File: src/sv/cbc_pkg.sv
// ----------------------------------------------------------------------------
// cbc_pkg
// Shared types and constants for the color blob centroid block: register
// indexes, reset values, field widths and the configuration bundle.
// ----------------------------------------------------------------------------
package cbc_pkg;

   localparam int BOUND_W   = 24;
   localparam int SIZE_W    = 12;
   localparam int CHAN_W    = 8;
   localparam int CENTER_W  = 11;
   localparam int MATCH_W   = 23;
   localparam int CSR_IDX_W = 3;
   localparam int CSR_DATA_W = 24;

   localparam logic [CSR_IDX_W-1:0] CSR_LOWER_BOUND = 3'd0;
   localparam logic [CSR_IDX_W-1:0] CSR_UPPER_BOUND = 3'd1;
   localparam logic [CSR_IDX_W-1:0] CSR_FRAME_WIDTH = 3'd2;
   localparam logic [CSR_IDX_W-1:0] CSR_FRAME_HEIGHT = 3'd3;
   localparam logic [CSR_IDX_W-1:0] CSR_LEFT_HALF   = 3'd4;

   localparam logic [BOUND_W-1:0] LOWER_RESET  = 24'h0F9AF5;
   localparam logic [BOUND_W-1:0] UPPER_RESET  = 24'h41FFFF;
   localparam logic [SIZE_W-1:0]  WIDTH_RESET  = 12'd640;
   localparam logic [SIZE_W-1:0]  HEIGHT_RESET = 12'd480;

   typedef struct packed {
      logic [BOUND_W-1:0] lower_bgr;
      logic [BOUND_W-1:0] upper_bgr;
      logic [SIZE_W-1:0]  frame_width;
      logic [SIZE_W-1:0]  frame_height;
      logic               left_half_only;
   } cfg_type;

   typedef struct packed {
      logic empty;
      logic full;
   } queue_status_type;

endpackage

File: src/sv/color_blob_centroid.sv
// ----------------------------------------------------------------------------
// color_blob_centroid
// Color threshold and centroid over a raster pixel stream: one result per
// frame with the floored mean row and column of matching pixels.
//
//   channel  direction  ports                       content
//   req      in         req_tvalid/tready/tdata     one BGR pixel, raster order
//   rsp      out        rsp_tvalid/tready/tdata/    one centroid per frame
//                       tuser
//   csr      in         csr_we/index/wdata          register write, no wait
//
// Pixels are taken one per cycle unless the input stalls. A frame's totals go
// into a two-entry queue; the divider works through them one quotient bit at a
// time and then holds the result until it is taken. The input stalls only on a
// frame-end pixel while both queue entries are full. On reset, registers take
// their defaults and the queue and the front-end counters and sums clear.
// ----------------------------------------------------------------------------
module color_blob_centroid #(
   parameter int MAX_WIDTH  = 2048,
   parameter int MAX_HEIGHT = 2048
) (
   input  logic                              clock,
   input  logic                              reset,
   input  logic                              req_tvalid,
   output logic                              req_tready,
   // blue [7:0], green [15:8], red [23:16]
   input  logic [23:0]                       req_tdata,
   output logic                              rsp_tvalid,
   input  logic                              rsp_tready,
   // center_row [10:0], center_col [21:11], match_count [44:22], zero fill
   output logic [47:0]                       rsp_tdata,
   // found [0]
   output logic                              rsp_tuser,
   input  logic                              csr_we,
   input  logic [cbc_pkg::CSR_IDX_W-1:0]     csr_index,
   input  logic [cbc_pkg::CSR_DATA_W-1:0]    csr_wdata
);
   import cbc_pkg::*;

   // size registers are 12 bits, so no frame exceeds 4095 either way
   localparam int W_LIM = (MAX_WIDTH  < 4095) ? MAX_WIDTH  : 4095;
   localparam int H_LIM = (MAX_HEIGHT < 4095) ? MAX_HEIGHT : 4095;
   localparam int COL_W = $clog2(W_LIM);
   localparam int ROW_W = $clog2(H_LIM);
   localparam int Q_W   = (COL_W > ROW_W) ? COL_W : ROW_W;
   localparam int HIT_W = $clog2(W_LIM * H_LIM + 1);
   localparam int SUM_W = Q_W + HIT_W;
   localparam int ENTRY_W = HIT_W + 2 * SUM_W;

   cfg_type            cfg_ff;
   queue_status_type   queue_status;
   logic               push, pop;
   logic [HIT_W-1:0]   push_hits, head_hits, hits;
   logic [SUM_W-1:0]   push_row_sum, push_col_sum, head_row_sum, head_col_sum;
   logic [ENTRY_W-1:0] push_entry, head_entry;
   logic [Q_W-1:0]     quot_row, quot_col;
   logic               found;
   logic [Q_W+CENTER_W-1:0]   row_ext, col_ext;
   logic [HIT_W+MATCH_W-1:0]  hits_ext;

   always_ff @(posedge clock) begin
      if (reset) begin
         cfg_ff.lower_bgr      <= LOWER_RESET;
         cfg_ff.upper_bgr      <= UPPER_RESET;
         cfg_ff.frame_width    <= WIDTH_RESET;
         cfg_ff.frame_height   <= HEIGHT_RESET;
         cfg_ff.left_half_only <= 1'b0;
      end else if (csr_we) begin
         unique case (csr_index)
            CSR_LOWER_BOUND:  cfg_ff.lower_bgr      <= csr_wdata[BOUND_W-1:0];
            CSR_UPPER_BOUND:  cfg_ff.upper_bgr      <= csr_wdata[BOUND_W-1:0];
            CSR_FRAME_WIDTH:  cfg_ff.frame_width    <= csr_wdata[SIZE_W-1:0];
            CSR_FRAME_HEIGHT: cfg_ff.frame_height   <= csr_wdata[SIZE_W-1:0];
            CSR_LEFT_HALF:    cfg_ff.left_half_only <= csr_wdata[0];
            default: begin
               // drop writes to unknown indexes
            end
         endcase
      end
   end

   cbc_front #(
      .W_LIM (W_LIM),
      .H_LIM (H_LIM),
      .COL_W (COL_W),
      .ROW_W (ROW_W),
      .HIT_W (HIT_W),
      .SUM_W (SUM_W)
   ) u_front (
      .clock        (clock),
      .reset        (reset),
      .cfg          (cfg_ff),
      .req_tvalid   (req_tvalid),
      .req_tready   (req_tready),
      .blue         (req_tdata[7:0]),
      .green        (req_tdata[15:8]),
      .red          (req_tdata[23:16]),
      .queue_status (queue_status),
      .push         (push),
      .push_hits    (push_hits),
      .push_row_sum (push_row_sum),
      .push_col_sum (push_col_sum)
   );

   assign push_entry = {push_hits, push_row_sum, push_col_sum};

   cbc_queue #(
      .DATA_W (ENTRY_W),
      .DEPTH  (2)
   ) u_queue (
      .clock     (clock),
      .reset     (reset),
      .push      (push),
      .push_data (push_entry),
      .pop       (pop),
      .head_data (head_entry),
      .status    (queue_status)
   );

   assign head_hits    = head_entry[ENTRY_W-1 -: HIT_W];
   assign head_row_sum = head_entry[2*SUM_W-1 -: SUM_W];
   assign head_col_sum = head_entry[SUM_W-1:0];

   cbc_div #(
      .Q_W   (Q_W),
      .HIT_W (HIT_W),
      .SUM_W (SUM_W)
   ) u_div (
      .clock        (clock),
      .reset        (reset),
      .queue_status (queue_status),
      .head_hits    (head_hits),
      .head_row_sum (head_row_sum),
      .head_col_sum (head_col_sum),
      .pop          (pop),
      .rsp_tvalid   (rsp_tvalid),
      .rsp_tready   (rsp_tready),
      .found        (found),
      .quot_row     (quot_row),
      .quot_col     (quot_col),
      .hits         (hits)
   );

   // fit quotients and count to the result field widths
   assign row_ext  = {{CENTER_W{1'b0}}, quot_row};
   assign col_ext  = {{CENTER_W{1'b0}}, quot_col};
   assign hits_ext = {{MATCH_W{1'b0}}, hits};

   assign rsp_tdata = {3'b000, hits_ext[MATCH_W-1:0], col_ext[CENTER_W-1:0],
                       row_ext[CENTER_W-1:0]};
   assign rsp_tuser = found;

endmodule

File: src/sv/cbc_queue.sv
// ----------------------------------------------------------------------------
// cbc_queue
// Short first-in first-out queue of finished frame totals between the pixel
// front end and the divider back end.
// ----------------------------------------------------------------------------
module cbc_queue #(
   parameter int DATA_W = 80,
   parameter int DEPTH  = 2
) (
   input  logic                        clock,
   input  logic                        reset,
   input  logic                        push,
   input  logic [DATA_W-1:0]           push_data,
   input  logic                        pop,
   output logic [DATA_W-1:0]           head_data,
   output cbc_pkg::queue_status_type   status
);
   import cbc_pkg::*;

   localparam int PTR_W = (DEPTH > 1) ? $clog2(DEPTH) : 1;
   localparam int CNT_W = $clog2(DEPTH + 1);

   logic [DATA_W-1:0] entry_ff [DEPTH];
   logic [PTR_W-1:0]  wr_ptr_ff, wr_ptr_in;
   logic [PTR_W-1:0]  rd_ptr_ff, rd_ptr_in;
   logic [CNT_W-1:0]  count_ff, count_in;
   logic              do_push, do_pop;

   assign status.empty = (count_ff == '0);
   assign status.full  = (count_ff == CNT_W'(DEPTH));
   assign do_push      = push && !status.full;
   assign do_pop       = pop && !status.empty;
   assign head_data    = entry_ff[rd_ptr_ff];

   always_comb begin
      wr_ptr_in = wr_ptr_ff;
      rd_ptr_in = rd_ptr_ff;
      count_in  = count_ff;
      if (do_push) begin
         wr_ptr_in = (wr_ptr_ff == PTR_W'(DEPTH - 1)) ? '0 : wr_ptr_ff + 1'b1;
      end
      if (do_pop) begin
         rd_ptr_in = (rd_ptr_ff == PTR_W'(DEPTH - 1)) ? '0 : rd_ptr_ff + 1'b1;
      end
      if (do_push && !do_pop) begin
         count_in = count_ff + 1'b1;
      end else if (do_pop && !do_push) begin
         count_in = count_ff - 1'b1;
      end
   end

   always_ff @(posedge clock) begin
      if (reset) begin
         wr_ptr_ff <= '0;
         rd_ptr_ff <= '0;
         count_ff  <= '0;
      end else begin
         wr_ptr_ff <= wr_ptr_in;
         rd_ptr_ff <= rd_ptr_in;
         count_ff  <= count_in;
      end
   end

   always_ff @(posedge clock) begin
      if (do_push) begin
         entry_ff[wr_ptr_ff] <= push_data;
      end
   end

endmodule

File: src/sv/cbc_front.sv
// ----------------------------------------------------------------------------
// cbc_front
// Pixel front end: tracks raster position, tests each pixel against the
// color bounds and accumulates hit count and row and column sums. At the
// last pixel of a frame it pushes the totals to the queue and clears.
// ----------------------------------------------------------------------------
module cbc_front #(
   parameter int W_LIM = 2048,
   parameter int H_LIM = 2048,
   parameter int COL_W = 11,
   parameter int ROW_W = 11,
   parameter int HIT_W = 23,
   parameter int SUM_W = 34
) (
   input  logic                               clock,
   input  logic                               reset,
   input  cbc_pkg::cfg_type                   cfg,
   input  logic                               req_tvalid,
   output logic                               req_tready,
   input  logic [cbc_pkg::CHAN_W-1:0]         blue,
   input  logic [cbc_pkg::CHAN_W-1:0]         green,
   input  logic [cbc_pkg::CHAN_W-1:0]         red,
   input  cbc_pkg::queue_status_type          queue_status,
   output logic                               push,
   output logic [HIT_W-1:0]                   push_hits,
   output logic [SUM_W-1:0]                   push_row_sum,
   output logic [SUM_W-1:0]                   push_col_sum
);
   import cbc_pkg::*;

   logic [COL_W-1:0]  col_ff, col_in;
   logic [ROW_W-1:0]  row_ff, row_in;
   logic [HIT_W-1:0]  hits_ff, hits_in, hits_next;
   logic [SUM_W-1:0]  row_sum_ff, row_sum_in, row_sum_next;
   logic [SUM_W-1:0]  col_sum_ff, col_sum_in, col_sum_next;
   logic [SIZE_W-1:0] w_eff, h_eff;
   logic [SIZE_W:0]   col_plus, row_plus;
   logic              row_end, frame_end, accept, match, col_past_half, hit;

   // clamp the frame size to 1..limit
   always_comb begin
      if (cfg.frame_width == '0) begin
         w_eff = SIZE_W'(1);
      end else if ({1'b0, cfg.frame_width} > (SIZE_W + 1)'(W_LIM)) begin
         w_eff = SIZE_W'(W_LIM);
      end else begin
         w_eff = cfg.frame_width;
      end
      if (cfg.frame_height == '0) begin
         h_eff = SIZE_W'(1);
      end else if ({1'b0, cfg.frame_height} > (SIZE_W + 1)'(H_LIM)) begin
         h_eff = SIZE_W'(H_LIM);
      end else begin
         h_eff = cfg.frame_height;
      end
   end

   assign col_plus  = (SIZE_W + 1)'(col_ff) + 1'b1;
   assign row_plus  = (SIZE_W + 1)'(row_ff) + 1'b1;
   assign row_end   = (col_plus >= {1'b0, w_eff});
   assign frame_end = row_end && (row_plus >= {1'b0, h_eff});

   assign match = (blue  >= cfg.lower_bgr[23:16]) && (blue  <= cfg.upper_bgr[23:16]) &&
                  (green >= cfg.lower_bgr[15:8])  && (green <= cfg.upper_bgr[15:8])  &&
                  (red   >= cfg.lower_bgr[7:0])   && (red   <= cfg.upper_bgr[7:0]);
   assign col_past_half = (SIZE_W'(col_ff) > (w_eff >> 1));
   assign hit = match && !(cfg.left_half_only && col_past_half);

   // stall only a frame-end pixel whose totals have no queue slot
   assign req_tready = !(frame_end && queue_status.full);
   assign accept     = req_tvalid && req_tready;

   assign hits_next    = hit ? hits_ff + 1'b1 : hits_ff;
   assign row_sum_next = hit ? row_sum_ff + SUM_W'(row_ff) : row_sum_ff;
   assign col_sum_next = hit ? col_sum_ff + SUM_W'(col_ff) : col_sum_ff;

   assign push         = accept && frame_end;
   assign push_hits    = hits_next;
   assign push_row_sum = row_sum_next;
   assign push_col_sum = col_sum_next;

   always_comb begin
      col_in     = col_ff;
      row_in     = row_ff;
      hits_in    = hits_ff;
      row_sum_in = row_sum_ff;
      col_sum_in = col_sum_ff;
      if (accept) begin
         priority if (frame_end) begin
            col_in     = '0;
            row_in     = '0;
            hits_in    = '0;
            row_sum_in = '0;
            col_sum_in = '0;
         end else if (row_end) begin
            col_in     = '0;
            row_in     = row_ff + 1'b1;
            hits_in    = hits_next;
            row_sum_in = row_sum_next;
            col_sum_in = col_sum_next;
         end else begin
            col_in     = col_ff + 1'b1;
            hits_in    = hits_next;
            row_sum_in = row_sum_next;
            col_sum_in = col_sum_next;
         end
      end
   end

   always_ff @(posedge clock) begin
      if (reset) begin
         col_ff     <= '0;
         row_ff     <= '0;
         hits_ff    <= '0;
         row_sum_ff <= '0;
         col_sum_ff <= '0;
      end else begin
         col_ff     <= col_in;
         row_ff     <= row_in;
         hits_ff    <= hits_in;
         row_sum_ff <= row_sum_in;
         col_sum_ff <= col_sum_in;
      end
   end

endmodule

File: src/sv/cbc_div.sv
// ----------------------------------------------------------------------------
// cbc_div
// Divider back end: takes one set of frame totals from the queue, runs two
// restoring divisions side by side (row sum and column sum by hit count),
// one quotient bit per cycle (skipped when the hit count is zero), and holds the result until it is taken.
// ----------------------------------------------------------------------------
module cbc_div #(
   parameter int Q_W   = 11,
   parameter int HIT_W = 23,
   parameter int SUM_W = 34
) (
   input  logic                        clock,
   input  logic                        reset,
   input  cbc_pkg::queue_status_type   queue_status,
   input  logic [HIT_W-1:0]            head_hits,
   input  logic [SUM_W-1:0]            head_row_sum,
   input  logic [SUM_W-1:0]            head_col_sum,
   output logic                        pop,
   output logic                        rsp_tvalid,
   input  logic                        rsp_tready,
   output logic                        found,
   output logic [Q_W-1:0]              quot_row,
   output logic [Q_W-1:0]              quot_col,
   output logic [HIT_W-1:0]            hits
);
   import cbc_pkg::*;

   localparam int STEP_W = (Q_W > 1) ? $clog2(Q_W) : 1;

   localparam logic [1:0] ST_IDLE = 2'd0;
   localparam logic [1:0] ST_RUN  = 2'd1;
   localparam logic [1:0] ST_OUT  = 2'd2;

   logic [1:0]        state_ff, state_in;
   logic [STEP_W-1:0] step_ff, step_in;
   logic [SUM_W-1:0]  rem_row_ff, rem_row_in;
   logic [SUM_W-1:0]  rem_col_ff, rem_col_in;
   logic [SUM_W-1:0]  dsh_ff, dsh_in;
   logic [Q_W-1:0]    q_row_ff, q_row_in;
   logic [Q_W-1:0]    q_col_ff, q_col_in;
   logic [HIT_W-1:0]  hits_ff, hits_in;
   logic              found_ff, found_in;
   logic              ge_row, ge_col;

   assign pop        = (state_ff == ST_IDLE) && !queue_status.empty;
   assign rsp_tvalid = (state_ff == ST_OUT);
   assign found      = found_ff;
   assign quot_row   = q_row_ff;
   assign quot_col   = q_col_ff;
   assign hits       = hits_ff;

   assign ge_row = (rem_row_ff >= dsh_ff);
   assign ge_col = (rem_col_ff >= dsh_ff);

   always_comb begin
      state_in   = state_ff;
      step_in    = step_ff;
      rem_row_in = rem_row_ff;
      rem_col_in = rem_col_ff;
      dsh_in     = dsh_ff;
      q_row_in   = q_row_ff;
      q_col_in   = q_col_ff;
      hits_in    = hits_ff;
      found_in   = found_ff;
      unique case (state_ff)
         ST_IDLE: begin
            if (pop) begin
               hits_in    = head_hits;
               q_row_in   = '0;
               q_col_in   = '0;
               rem_row_in = head_row_sum;
               rem_col_in = head_col_sum;
               // quotient fits Q_W bits, so start at the top quotient bit
               dsh_in     = SUM_W'(head_hits) << (Q_W - 1);
               step_in    = STEP_W'(Q_W - 1);
               if (head_hits == '0) begin
                  found_in = 1'b0;
                  state_in = ST_OUT;
               end else begin
                  found_in = 1'b1;
                  state_in = ST_RUN;
               end
            end
         end
         ST_RUN: begin
            rem_row_in = ge_row ? rem_row_ff - dsh_ff : rem_row_ff;
            rem_col_in = ge_col ? rem_col_ff - dsh_ff : rem_col_ff;
            q_row_in   = {q_row_ff[Q_W-2:0], ge_row};
            q_col_in   = {q_col_ff[Q_W-2:0], ge_col};
            dsh_in     = dsh_ff >> 1;
            step_in    = step_ff - 1'b1;
            if (step_ff == '0) begin
               state_in = ST_OUT;
            end
         end
         ST_OUT: begin
            if (rsp_tready) begin
               state_in = ST_IDLE;
            end
         end
         default: begin
            state_in = ST_IDLE;
         end
      endcase
   end

   always_ff @(posedge clock) begin
      if (reset) begin
         state_ff <= ST_IDLE;
      end else begin
         state_ff <= state_in;
      end
   end

   always_ff @(posedge clock) begin
      step_ff    <= step_in;
      rem_row_ff <= rem_row_in;
      rem_col_ff <= rem_col_in;
      dsh_ff     <= dsh_in;
      q_row_ff   <= q_row_in;
      q_col_ff   <= q_col_in;
      hits_ff    <= hits_in;
      found_ff   <= found_in;
   end

endmodule
File: config.mk
export PLATFORM = sky130hd
export DESIGN_NAME = color_blob_centroid
export DESIGN_NICKNAME = d
export VERILOG_FILES = /design/src/sv/cbc_pkg.sv /design/src/sv/color_blob_centroid.sv /design/src/sv/cbc_queue.sv /design/src/sv/cbc_front.sv /design/src/sv/cbc_div.sv
export SDC_FILE = /design/constraint.sdc
export NUM_CORES = 1
export LEC_CHECK = 0
export ABC_AREA = 1
export BUFFER_PORTS_ARGS = -buffer_cell sky130_fd_sc_hd__buf_2
export CORE_UTILIZATION = 40
export CTS_CLUSTER_DIAMETER = 200
export CTS_CLUSTER_SIZE = 14
export DETAILED_ROUTE_END_ITERATION = 7
export HOLD_SLACK_MARGIN = 0.15
export PLACE_DENSITY = 0.63
export SLEW_MARGIN = 20
export SYNTH_ARGS = -nofsm -noshare
export SYNTH_HDL_FRONTEND = slang
export SYNTH_SLANG_ARGS = --single-unit
File: constraint.sdc
create_clock -name clock -period 7.9 [get_ports clock]
set_clock_uncertainty 0.05 [all_clocks]
set_input_delay 0.395 -clock clock [delete_from_list [all_inputs] [get_ports clock]]
set_output_delay 0.395 -clock clock [all_outputs]
set_load 0.05 [all_outputs]
Word level (Yosys, flattened, before mapping)

Memory sizes are Yosys's and may differ from the RTL's. A register that Yosys moved wholly into a read port is not among the register bits.
Cells that the tools add are included.
W data, S select, Z words.

Add/sub/neg operators: 14
Magnitude comparators: 13
Equality and inequality tests: 12
Muxes and demuxes: 41
Reductions and logical operators: 43

Operators with widths:

| kind                    | count |
|---|---|
| $mux W34                | 9 |
| $pmux W34 S2            | 3 |
| $add A34 B11 Y34        | 2 |
| $ge A34 B34 Y1          | 2 |
| $sub A34 B34 Y34        | 2 |
| $mux W11                | 5 |
| $mux W12                | 4 |
| $mux W23                | 2 |
| $pmux W11 S2            | 2 |
| $ge A13 B12 Y1          | 2 |
| $add A11 B1 Y12 const B | 2 |
| $ge A8 B8 Y1            | 3 |
| $gt A12 B12 Y1 const B  | 2 |
| $le A8 B8 Y1            | 3 |
| $logic_not A12 Y1       | 2 |
| $add A23 B1 Y23 const B | 1 |
| $logic_not A23 Y1       | 1 |
| $add A11 B1 Y11 const B | 2 |
| $logic_and A1 B1 Y1     | 16 |
| $reduce_and A2 Y1       | 8 |
| $mux W2                 | 6 |
| $gt A11 B11 Y1          | 1 |
| $reduce_and A3 Y1       | 3 |
| $ne A2 B1 Y1 const B    | 4 |
| other kinds (19)        | 36 |

Flip-flop bits (word level): 344
Bits in writable memories: 182
Input port bits: 56
Word-level logic and storage cells: 146
Memories: 1

Memories:

| memory           | depth | bits a word | rd ports | clocked after Yosys merged registers in | wr ports | line            | text |
|---|---|---|---|---|---|---|---|
| u_queue.entry_ff | 2     | 91          | 1        | 1                                       | 1        | cbc_queue.sv:23 | `logic [DATA_W-1:0] entry_ff [DEPTH];` |

Logic depth before layout (Yosys ltp)

Gate-level depths: netlist of run 1.

Depth in word-level cells: 14
Mapped depth: 24
Depth with buffers taken out: 24

Modules after synthesis

From an unflattened synthesis of run 1, not the netlist that was laid out.

Cell total of the unflattened synthesis: 4,205
Area total of the unflattened synthesis: 32,673.8 um^2

Modules (own cells, without submodules):

| module              | instances | cells an instance | area each (um^2) | sequential area each (um^2) |
|---|---|---|---|---|
| cbc_front           | 1         | 2,037             | 11,667.4         | 2,262.2 |
| cbc_div             | 1         | 1,451             | 10,877.9         | 4,574.4 |
| cbc_queue           | 1         | 320               | 7,265.7          | 5,565.3 |
| color_blob_centroid | 1         | 397               | 2,862.7          | 1,461.4 |

Least setup slack after synthesis of run 1

Ideal clock, no wire load.

Path type: reg2reg
Start point: register u_front.row_ff[1]
End point: memory u_queue.entry_ff[0][0] (netlist bit), enable pin
Arrival: 6,485 ps
Data required time: 7,308 ps
Setup slack: 823 ps
Stages on the path, launching flop included: 20
Period minus slack after synthesis: 7,077 ps
Path through: dfxtp_1 -> ha_1 -> nand3_1 -> nor2_1 -> nand2_1 -> nor2_1 -> nand4_1 -> or2_2 -> and2_1 -> inv_1 -> ha_1 -> a21oi_1 -> o21bai_1 -> a21oi_1 -> nand3_1 -> nand2_2 -> clkinv_4 -> nand2_4 -> nand3_1 -> nor2_1

Cells in the longest elaborated chain, start to end: 10

Ends and longest elaborated chain:

| element                       | line                      | text |
|---|---|---|
| from (decl)                   | cbc_front.sv:32           | `logic [ROW_W-1:0] row_ff, row_in;` |
| from (signal assigned)        | cbc_front.sv:119          | `row_ff <= row_in;` |
| $add A11 B1 Y12               | cbc_front.sv:59           | `assign row_plus = (SIZE_W + 1)'(row_ff) + 1'b1;` |
| $ge A13 B12 Y1                | cbc_front.sv:61           | `assign frame_end = row_end && (row_plus >= {1'b0, h_eff});` |
| $logic_and A1 B1 Y1           | cbc_front.sv:61           |  |
| $logic_and A1 B1 Y1           | cbc_front.sv:70           | `assign req_tready = !(frame_end && queue_status.full);` |
| $logic_not A1 Y1              | cbc_front.sv:70           |  |
| net req_tready                | color_blob_centroid.sv:25 | `output logic req_tready,` |
| $logic_and A1 B1 Y1           | cbc_front.sv:71           | `assign accept = req_tvalid && req_tready;` |
| $logic_and A1 B1 Y1           | cbc_front.sv:77           | `assign push = accept && frame_end;` |
| $logic_and A1 B1 Y1           | cbc_queue.sv:31           | `assign do_push = push && !status.full;` |
| $mux W1                       | cbc_queue.sv:65           | `if (do_push) begin` |
| $mux W1 (not written as such) | cbc_queue.sv:66           | `entry_ff[wr_ptr_ff] <= push_data;` |
| to (decl)                     | cbc_queue.sv:23           |  |

The timed path passes the listed nets, and every way through them passes these cells.

Final worst setup path of run 1

Start point: register u_front.row_ff[0]
End point: memory u_queue.entry_ff[1][69] (netlist bit), enable pin

Cells in the longest elaborated chain, start to end: 10

Ends and longest elaborated chain:

| element                         | line |
|---|---|
| $add A11 B1 Y12 *               | cbc_front.sv:59 |
| $ge A13 B12 Y1 *                | cbc_front.sv:61 |
| $logic_and A1 B1 Y1 *           | cbc_front.sv:61 |
| $logic_and A1 B1 Y1             | cbc_front.sv:70 |
| $logic_not A1 Y1                | cbc_front.sv:70 |
| $logic_and A1 B1 Y1             | cbc_front.sv:71 |
| $logic_and A1 B1 Y1 *           | cbc_front.sv:77 |
| $logic_and A1 B1 Y1 *           | cbc_queue.sv:31 |
| $mux W1 *                       | cbc_queue.sv:65 |
| $mux W1 (not written as such) * | cbc_queue.sv:66 |

Mark *: on every way between the ends. The rest lies on a longest branch, timed or not.

==> impl_metrics.py, run 1 <==
metrics = {
    "setup_path": {
        "r2r_cells": 20,
        "end_kind": "flip-flop",
        "worstSetupStartpoint": "u_front.row_ff[0]$_SDFFE_PP0P_",
        "endpoint": "u_queue.entry_ff[1][69]$_DFFE_PP_",
        "r2r_end": "u_queue.entry_ff[1][69]$_DFFE_PP_",
        "r2r-start": "u_front.row_ff[0]$_SDFFE_PP0P_",
        "arrival_ns": 5.14,
        "critPathLaunchType": "flip-flop",
        "cp_max_fo": 52,
        "reg2reg_slack_ns": 2.95,
        "required_ns": 8.09,
        "worstSetupPathType": "reg -> reg",
    },
    "cts": {
        "htreeDepth": 2,
        "cts_buffer_depth": 3,
        "clkTransAtPathRegs_ns": 0.07,
        "clock_latency_ns": 0.62,
        "cts-root-buf": "clkbuf_16",
        "cts_tree": "yes",
        "ctsResizeCount": 0,
        "clkSinkCount": 526,
        "cts_buffers": 43,
    },
    "sta": {
        "fin_crit_ns": 4.95,
        "setup-violations-final": 0,
        "rsz0062_at_grt": "no",
        "timing.final.crit_share": 0.626,
        "fin_tns_setup_ns": 0,
        "slew_viol_final": 0,
        "hold_slack_ns": 0.256,
        "worstMarginPinSlew_ns": 1.13,
        "final-hold-violation-count": 0,
        "relSlewSlack": 0.246,
        "fmax_mhz": 202,
    },
    "grt": {
        "grt_max_degree": 134,
        "grt.total_usage": 0.216,
        "use_met3": 0.0209,
        "grt_pass1_wl_mm": 134,
        "grt_pass1_vias": 23700,
        "use_met2": 0.337,
        "groute.layer.met1.usage": 0.316,
        "top_usage_layer": "met2",
        "antenna_found_initial": 3,
        "overflow": 0,
    },
    "synthesis": {
        "yosys-top-cells-area": "edfxtp_1, dfxtp_1, nand2_1",
        "netlist_instances": 3895,
        "syn_avg_cell_area_um2": 7.89,
        "ys_seq_elements": 526,
        "ys_seq_area_frac": 0.451,
        "ys_types": 51,
        "netlist_area_um2": 30700,
        "synth_edf_count": 333,
        "yosysTopAreaCell": "edfxtp_1",
        "yosys.area.top_type_share": 0.325,
        "ys.flop_type": "edfxtp_1",
        "async_flop_share": 0,
        "yosysWarnings": 0,
    },
    "finish": {
        "area_growth_pct": 9.85,
        "multiInputGateArea_um2": 14600,
        "layout_commonest_cell": "nand2_1",
        "layout_common_cells": "nand2_1, inv_1, nor2_1",
        "seqCellArea_um2": 13900,
        "diodes": 0,
        "final_core_util": 0.445,
        "design_area_um2": 33800,
        "drive_gt1_frac": 0.0531,
        "layout.cells.non_filler": 5038,
        "fillers": 7570,
        "nNetsFinal": 4215,
    },
    "place": {
        "hpwl_mm": 63.0,
        "placed_cell_area_um2": 32200,
        "portBuffers": 103,
        "gp_congestion": 0.955,
        "dp_cells": 4934,
    },
    "job": {
        "max-cap-violations": 0,
    },
    "detailed_routing": {
        "drt.antenna.violating_nets": 0,
        "drt_first_iter_violations": 2077,
        "vias": 25800,
        "first_pass_iters": 6,
        "drc": 0,
        "routedWlPerCell_um": 17.0,
        "viasPerCell": 5.12,
        "wl_mm": 85.9,
    },
    "pwr": {
        "power_density_nw_per_um2": 329,
        "p_leak_nw": 13.9,
        "vdd_drop_max_mv": 0.199,
    },
    "die": {
        "io_pins": 107,
        "die_area_um2": 78000,
        "core_um2": 75900,
        "num_rows": 101,
        "fp.dieW_um": 279,
        "start_util": 0.405,
        "die_y_um": 279,
    },
    "run_status": {
        "status": "finished clean",
    },
    "min_path": {
        "hp-class": "in -> reg",
    },
}
-- final cells by class --
| type | instances | share of cell area |
|---|---|---|
| inverters | 459 | 0.0512 |
| well taps | 1030 | 0.0382 |
| multi-input cells | 2794 | 0.433 |
| repair buffers | 155 | 0.0295 |
| flip-flops and latches | 526 | 0.411 |
| clock inverters | 4 | 0.00233 |
| clock buffers | 70 | 0.0349 |
-- power breakdown --
part           switching [W]  internal, W
Clock                0.00105      0.00103
Sequential          0.000192      0.00360
Combinational        0.00374      0.00150
-- worst min path at each step --
stage                                         from                                to  slack, ns  depth (start not counted)
floorplan                   cfg_ff[0]$_SDFFE_PP0P_            cfg_ff[0]$_SDFFE_PP0P_       0.37                          2
CTS                                          reset    u_front.row_ff[1]$_SDFFE_PP0P_       0.23                          2
detailed placement         cfg_ff[49]$_SDFFE_PP1P_           cfg_ff[49]$_SDFFE_PP1P_       0.40                          2
global placement    u_queue.rd_ptr_ff$_SDFFE_PP0P_                         flip-flop       0.38                          1
finish                                       reset    u_front.row_ff[0]$_SDFFE_PP0P_       0.26                          2
global route                                 reset  u_front.hits_ff[21]$_SDFFE_PP0P_       0.28                          2
-- metrics by stage --
stage | setup WS [ns] | power (W)
final | 2.95 | 0.0111
after global placement | 3.00 | 0.00901
after CTS | 2.93 | 0.0111
after global routing | 2.52 | 0.0119
after detailed placement | 2.93 | 0.00903
after floorplan | 0.823 | 0.00747
-- critical path: stages (launching register included) --
cell and delay, ns:
dfxtp_1 0.45, ha_1 0.23, nand3_1 0.12, nor2_1 0.12
nand2_1 0.07, nor2_1 0.18, nand4_1 0.13, or2_2 0.28
and2_1 0.13, inv_1 0.07, ha_1 0.25, a21oi_1 0.13
o21bai_1 0.07, a21oi_1 0.12, nand3_1 0.12, nand2_2 0.25
clkinv_4 0.13, nand2_4 0.11, nand4_1 0.14, clkinv_2 0.74
buf_4 0.62
-- cells by family after synthesis --
| group | after synthesis | synth area share |
|---|---|---|
| fa+ha+maj | 180 | 0.0742 |
| flops | 526 | 0.451 |
| compound gates | 685 | 0.121 |
| buf+inv | 577 | 0.0746 |
| simple gates | 1834 | 0.253 |
| other cells | 1 | 0.000122 |
| xor+xnor | 92 | 0.0262 |
-- metal layers --
metal / vias to the layer above / share of wire
met5: - / 0
met4: 0 / 0.024
met3: 100 / 0.051
met2: 638 / 0.44
met1: 11900 / 0.48
li1: 13100 / -
-- registers in the layout, indices dropped and copies added (netlist names), named ones only --
register,cells
u_div.step_ff,4
u_queue.wr_ptr_ff,1
u_div.state_ff,2
u_div.hits,23
u_div.rem_row_ff,34
u_front.hits_ff,23
u_div.rem_col_ff,34
u_queue.count_ff,2
u_queue.rd_ptr_ff,1
cfg_ff,73
u_front.row_sum_ff,34
u_div.quot_col,11
u_front.row_ff,11
u_front.col_ff,11
u_front.col_sum_ff,34
u_div.found,1
u_div.quot_row,11
u_div.dsh_ff,33
u_queue.entry_ff,182
-- Yosys cell counts (all sizes together) (16+ instances only) --
master	count
nor4	23
a21oi	296
a21o	23
clkbuf	76
xor2	76
buf	42
ha	176
nor3	47
nand3	206
inv	457
nand2	966
o21bai	19
and2	90
o211ai	31
or2	23
nor2	410
xnor2	16
nand4	49
edfxtp	333
dfxtp	193
o21ai	268
-- what timing repair did --
action	CTS	global route
hold buffers	30	0
hold endpoints to repair	75	0
buffers inserted	0	0
No activity file was read; power rests on OpenSTA's default activity.
==> run 2: changes to the inputs <==
--- a/config.mk
+++ b/config.mk
@@ -5,14 +5,14 @@
 export SDC_FILE = /design/constraint.sdc
 export NUM_CORES = 1
 export LEC_CHECK = 0
-export ABC_AREA = 1
+export ABC_AREA = 0
 export BUFFER_PORTS_ARGS = -buffer_cell sky130_fd_sc_hd__buf_2
 export CORE_UTILIZATION = 40
 export CTS_CLUSTER_DIAMETER = 200
 export CTS_CLUSTER_SIZE = 14
 export DETAILED_ROUTE_END_ITERATION = 7
 export HOLD_SLACK_MARGIN = 0.15
-export PLACE_DENSITY = 0.63
+export PLACE_DENSITY = 0.64
 export SLEW_MARGIN = 20
 export SYNTH_ARGS = -nofsm -noshare
 export SYNTH_HDL_FRONTEND = slang
==> constraint.sdc (replaced) <==
create_clock -name clock -period 4.9 [get_ports clock]
set_clock_uncertainty 0.05 [all_clocks]
set_input_delay 0.245 -clock clock [delete_from_list [all_inputs] [get_ports clock]]
set_output_delay 0.245 -clock clock [all_outputs]
set_load 0.05 [all_outputs]
==> run 2 against run 1 <==
Net effect:
- count of clock-buffer cells in the layout fell by 6
- clock power rose by 57%
- setup slack got worse by 2.5 ns
- largest cell class is now sequential cells
- worst hold slack got worse by 0.053 ns
- via count fell by 17%
- final cell count fell by 22%
- combinational power rose by 43%
- synthesized cell count fell by 26%
- critical endpoint is now req_tready
- first-iteration DRC count fell by 18%
- utilization rose by 0.50 points
==> impl_metrics.py, run 2 <==
metrics = {
    "die": {
        "core_um2": 70500,
        "io_pins": 107,
        "die_area_um2": 72900,
        "num_rows": 97,
        "start_util": 0.408,
        "die_y_um": 270,
        "fp.dieW_um": 270,
    },
    "synthesis": {
        "ys_seq_elements": 526,
        "ys_seq_area_frac": 0.482,
        "yosys-top-cells-area": "edfxtp_1, dfxtp_1, ha_1",
        "ys_types": 89,
        "yosysTopAreaCell": "edfxtp_1",
        "ys_top_cells_by_count": "nand2_1, edfxtp_1, a21oi_1, dfxtp_1, ha_1",
        "synth_edf_count": 333,
        "yosysWarnings": 0,
        "syn_avg_cell_area_um2": 9.91,
        "yosys.area.top_type_share": 0.348,
        "ys.flop_type": "edfxtp_1",
        "yosysMostFrequentCell": "nand2_1",
        "netlist_area_um2": 28700,
        "netlist_instances": 2899,
        "async_flop_share": 0,
    },
    "pwr": {
        "vdd_drop_max_mv": 0.337,
        "p_leak_nw": 12.7,
        "power_density_nw_per_um2": 532,
    },
    "grt": {
        "grt_pass1_vias": 19900,
        "antenna_found_initial": 0,
        "grt_pass1_wl_mm": 110,
        "overflow": 0,
        "grt.total_usage": 0.188,
        "grt_max_degree": 112,
    },
    "place": {
        "hpwl_mm": 49.2,
        "dp_cells": 3830,
        "portBuffers": 103,
        "gp_congestion": 0.913,
        "placed_cell_area_um2": 30200,
    },
    "setup_path": {
        "worstSetupPathType": "reg -> out",
        "end_kind": "output port",
        "required_ns": 4.61,
        "critPathLaunchType": "flip-flop",
        "arrival_ns": 4.13,
        "r2r_cells": 12,
        "cp_max_fo": 8,
    },
    "detailed_routing": {
        "vias": 21500,
        "drc": 0,
        "wl_mm": 70.0,
        "drt.antenna.violating_nets": 0,
        "viasPerCell": 5.47,
        "first_pass_iters": 5,
        "drt_first_iter_violations": 1700,
        "routedWlPerCell_um": 17.8,
    },
    "sta": {
        "fin_crit_ns": 4.42,
        "fin_tns_setup_ns": 0,
        "worstMarginPinSlew_ns": 1.03,
        "rsz0062_at_grt": "no",
        "fmax_mhz": 226,
        "setup-violations-final": 0,
        "final-hold-violation-count": 0,
        "timing.final.crit_share": 0.902,
        "slew_viol_final": 0,
        "relSlewSlack": 0.317,
        "hold_slack_ns": 0.203,
    },
    "min_path": {
        "hp-class": "in -> reg",
        "hold_path_depth": 2,
    },
    "finish": {
        "regMostFlops": "u_queue.entry_ff",
        "layout.cells.non_filler": 3927,
        "design_area_um2": 31700,
        "largestRegisters": "u_queue.entry_ff (182), cfg_ff (73)",
        "fillers": 6613,
        "diodes": 0,
        "layout_common_cells": "nand2_1, edfxtp_1, a21oi_1, dfxtp_1, ha_1",
        "area_growth_pct": 10.3,
        "layout_commonest_cell": "nand2_1",
        "largest_register_ffs": 182,
        "final_core_util": 0.450,
        "drive_gt1_frac": 0.0783,
        "nNetsFinal": 3201,
    },
    "cts": {
        "clock_latency_ns": 0.61,
        "clkSinkCount": 526,
        "post_cts_buffers": 0,
        "clkTransAtPathRegs_ns": 0.07,
        "cts_buffers": 43,
        "htreeDepth": 2,
        "cts_buffer_depth": 3,
        "cts-root-buf": "clkbuf_16",
        "cts_tree": "yes",
    },
    "run_status": {
        "status": "finished clean",
    },
    "job": {
        "max-cap-violations": 0,
    },
}
run 2: routing by layer:
metal  global-route usage  wire length, um
met1                0.275            34000
met2                0.286            30400
met3               0.0235             3810
met4               0.0574             1840
met5                    0                0
run 2: cell type report:
type                    count  area, um^2  area share
flip-flops and latches    526       13900       0.437
multi-input cells        2071       13700       0.433
clock buffers              64        1180      0.0371
well taps                 940        1180      0.0371
repair buffers            167        1150      0.0361
inverters                 156         586      0.0185
clock inverters             3        33.8     0.00107
run 2: cells by family after synthesis:
| kind of cell | synth area share |
|---|---|
| adder cells (fa/ha/maj) | 0.0794 |
| AO/OA/AOI/OAI | 0.152 |
| flip-flops | 0.482 |
| AND/OR/NAND/NOR | 0.159 |
| XOR/XNOR | 0.0472 |
| other | 0.000130 |
| buffers and inverters | 0.0426 |
| multiplexers | 0.0379 |
run 2: per-stage QoR:
stage,power [W],setup slack [ns]
6_report,0.0169,0.478
4_1_cts,0.0169,0.431
2_1_floorplan,0.0118,0.381
5_1_grt,0.0179,0.0870
3_3_place_gp,0.0135,0.610
3_5_place_dp,0.0135,0.557
run 2: worst max-delay path, cell delays in order, from the launching register on:
cell     delay [ns]
dfxtp_1        0.46
ha_1           0.27
nand3_1        0.20
nor2_1         0.33
xor2_1         0.19
ha_1           0.26
a21o_1         0.16
a21oi_1        0.14
a31oi_1        0.14
o41ai_2        0.63
buf_4          0.29
or3_1          0.15
buf_2          0.30
run 2: final timing paths:
check	startpoint	to	slack, ns
worst max-delay path	u_front.col_ff[1]$_SDFFE_PP0P_	req_tready	0.48
worst min-delay path	reset	cfg_ff[0]$_SDFFE_PP0P_	0.20
worst max register to register	u_front.col_ff[1]$_SDFFE_PP0P_	u_front.hits_ff[0]$_SDFFE_PP0P_	0.54
worst min register to register	cfg_ff[70]$_SDFFE_PP0P_	cfg_ff[70]$_SDFFE_PP0P_	0.41
run 2: power breakdown:
group	total (W)	switching, W	internal [W]
registers	0.00609	0.000338	0.00576
clock network	0.00327	0.00161	0.00166
logic	0.00749	0.00483	0.00266
run 2: timing repair:
item	in CTS	in global routing
resized for setup	0	0
setup endpoints to repair	0	0
hold endpoints to repair	83	0
hold buffers	30	0
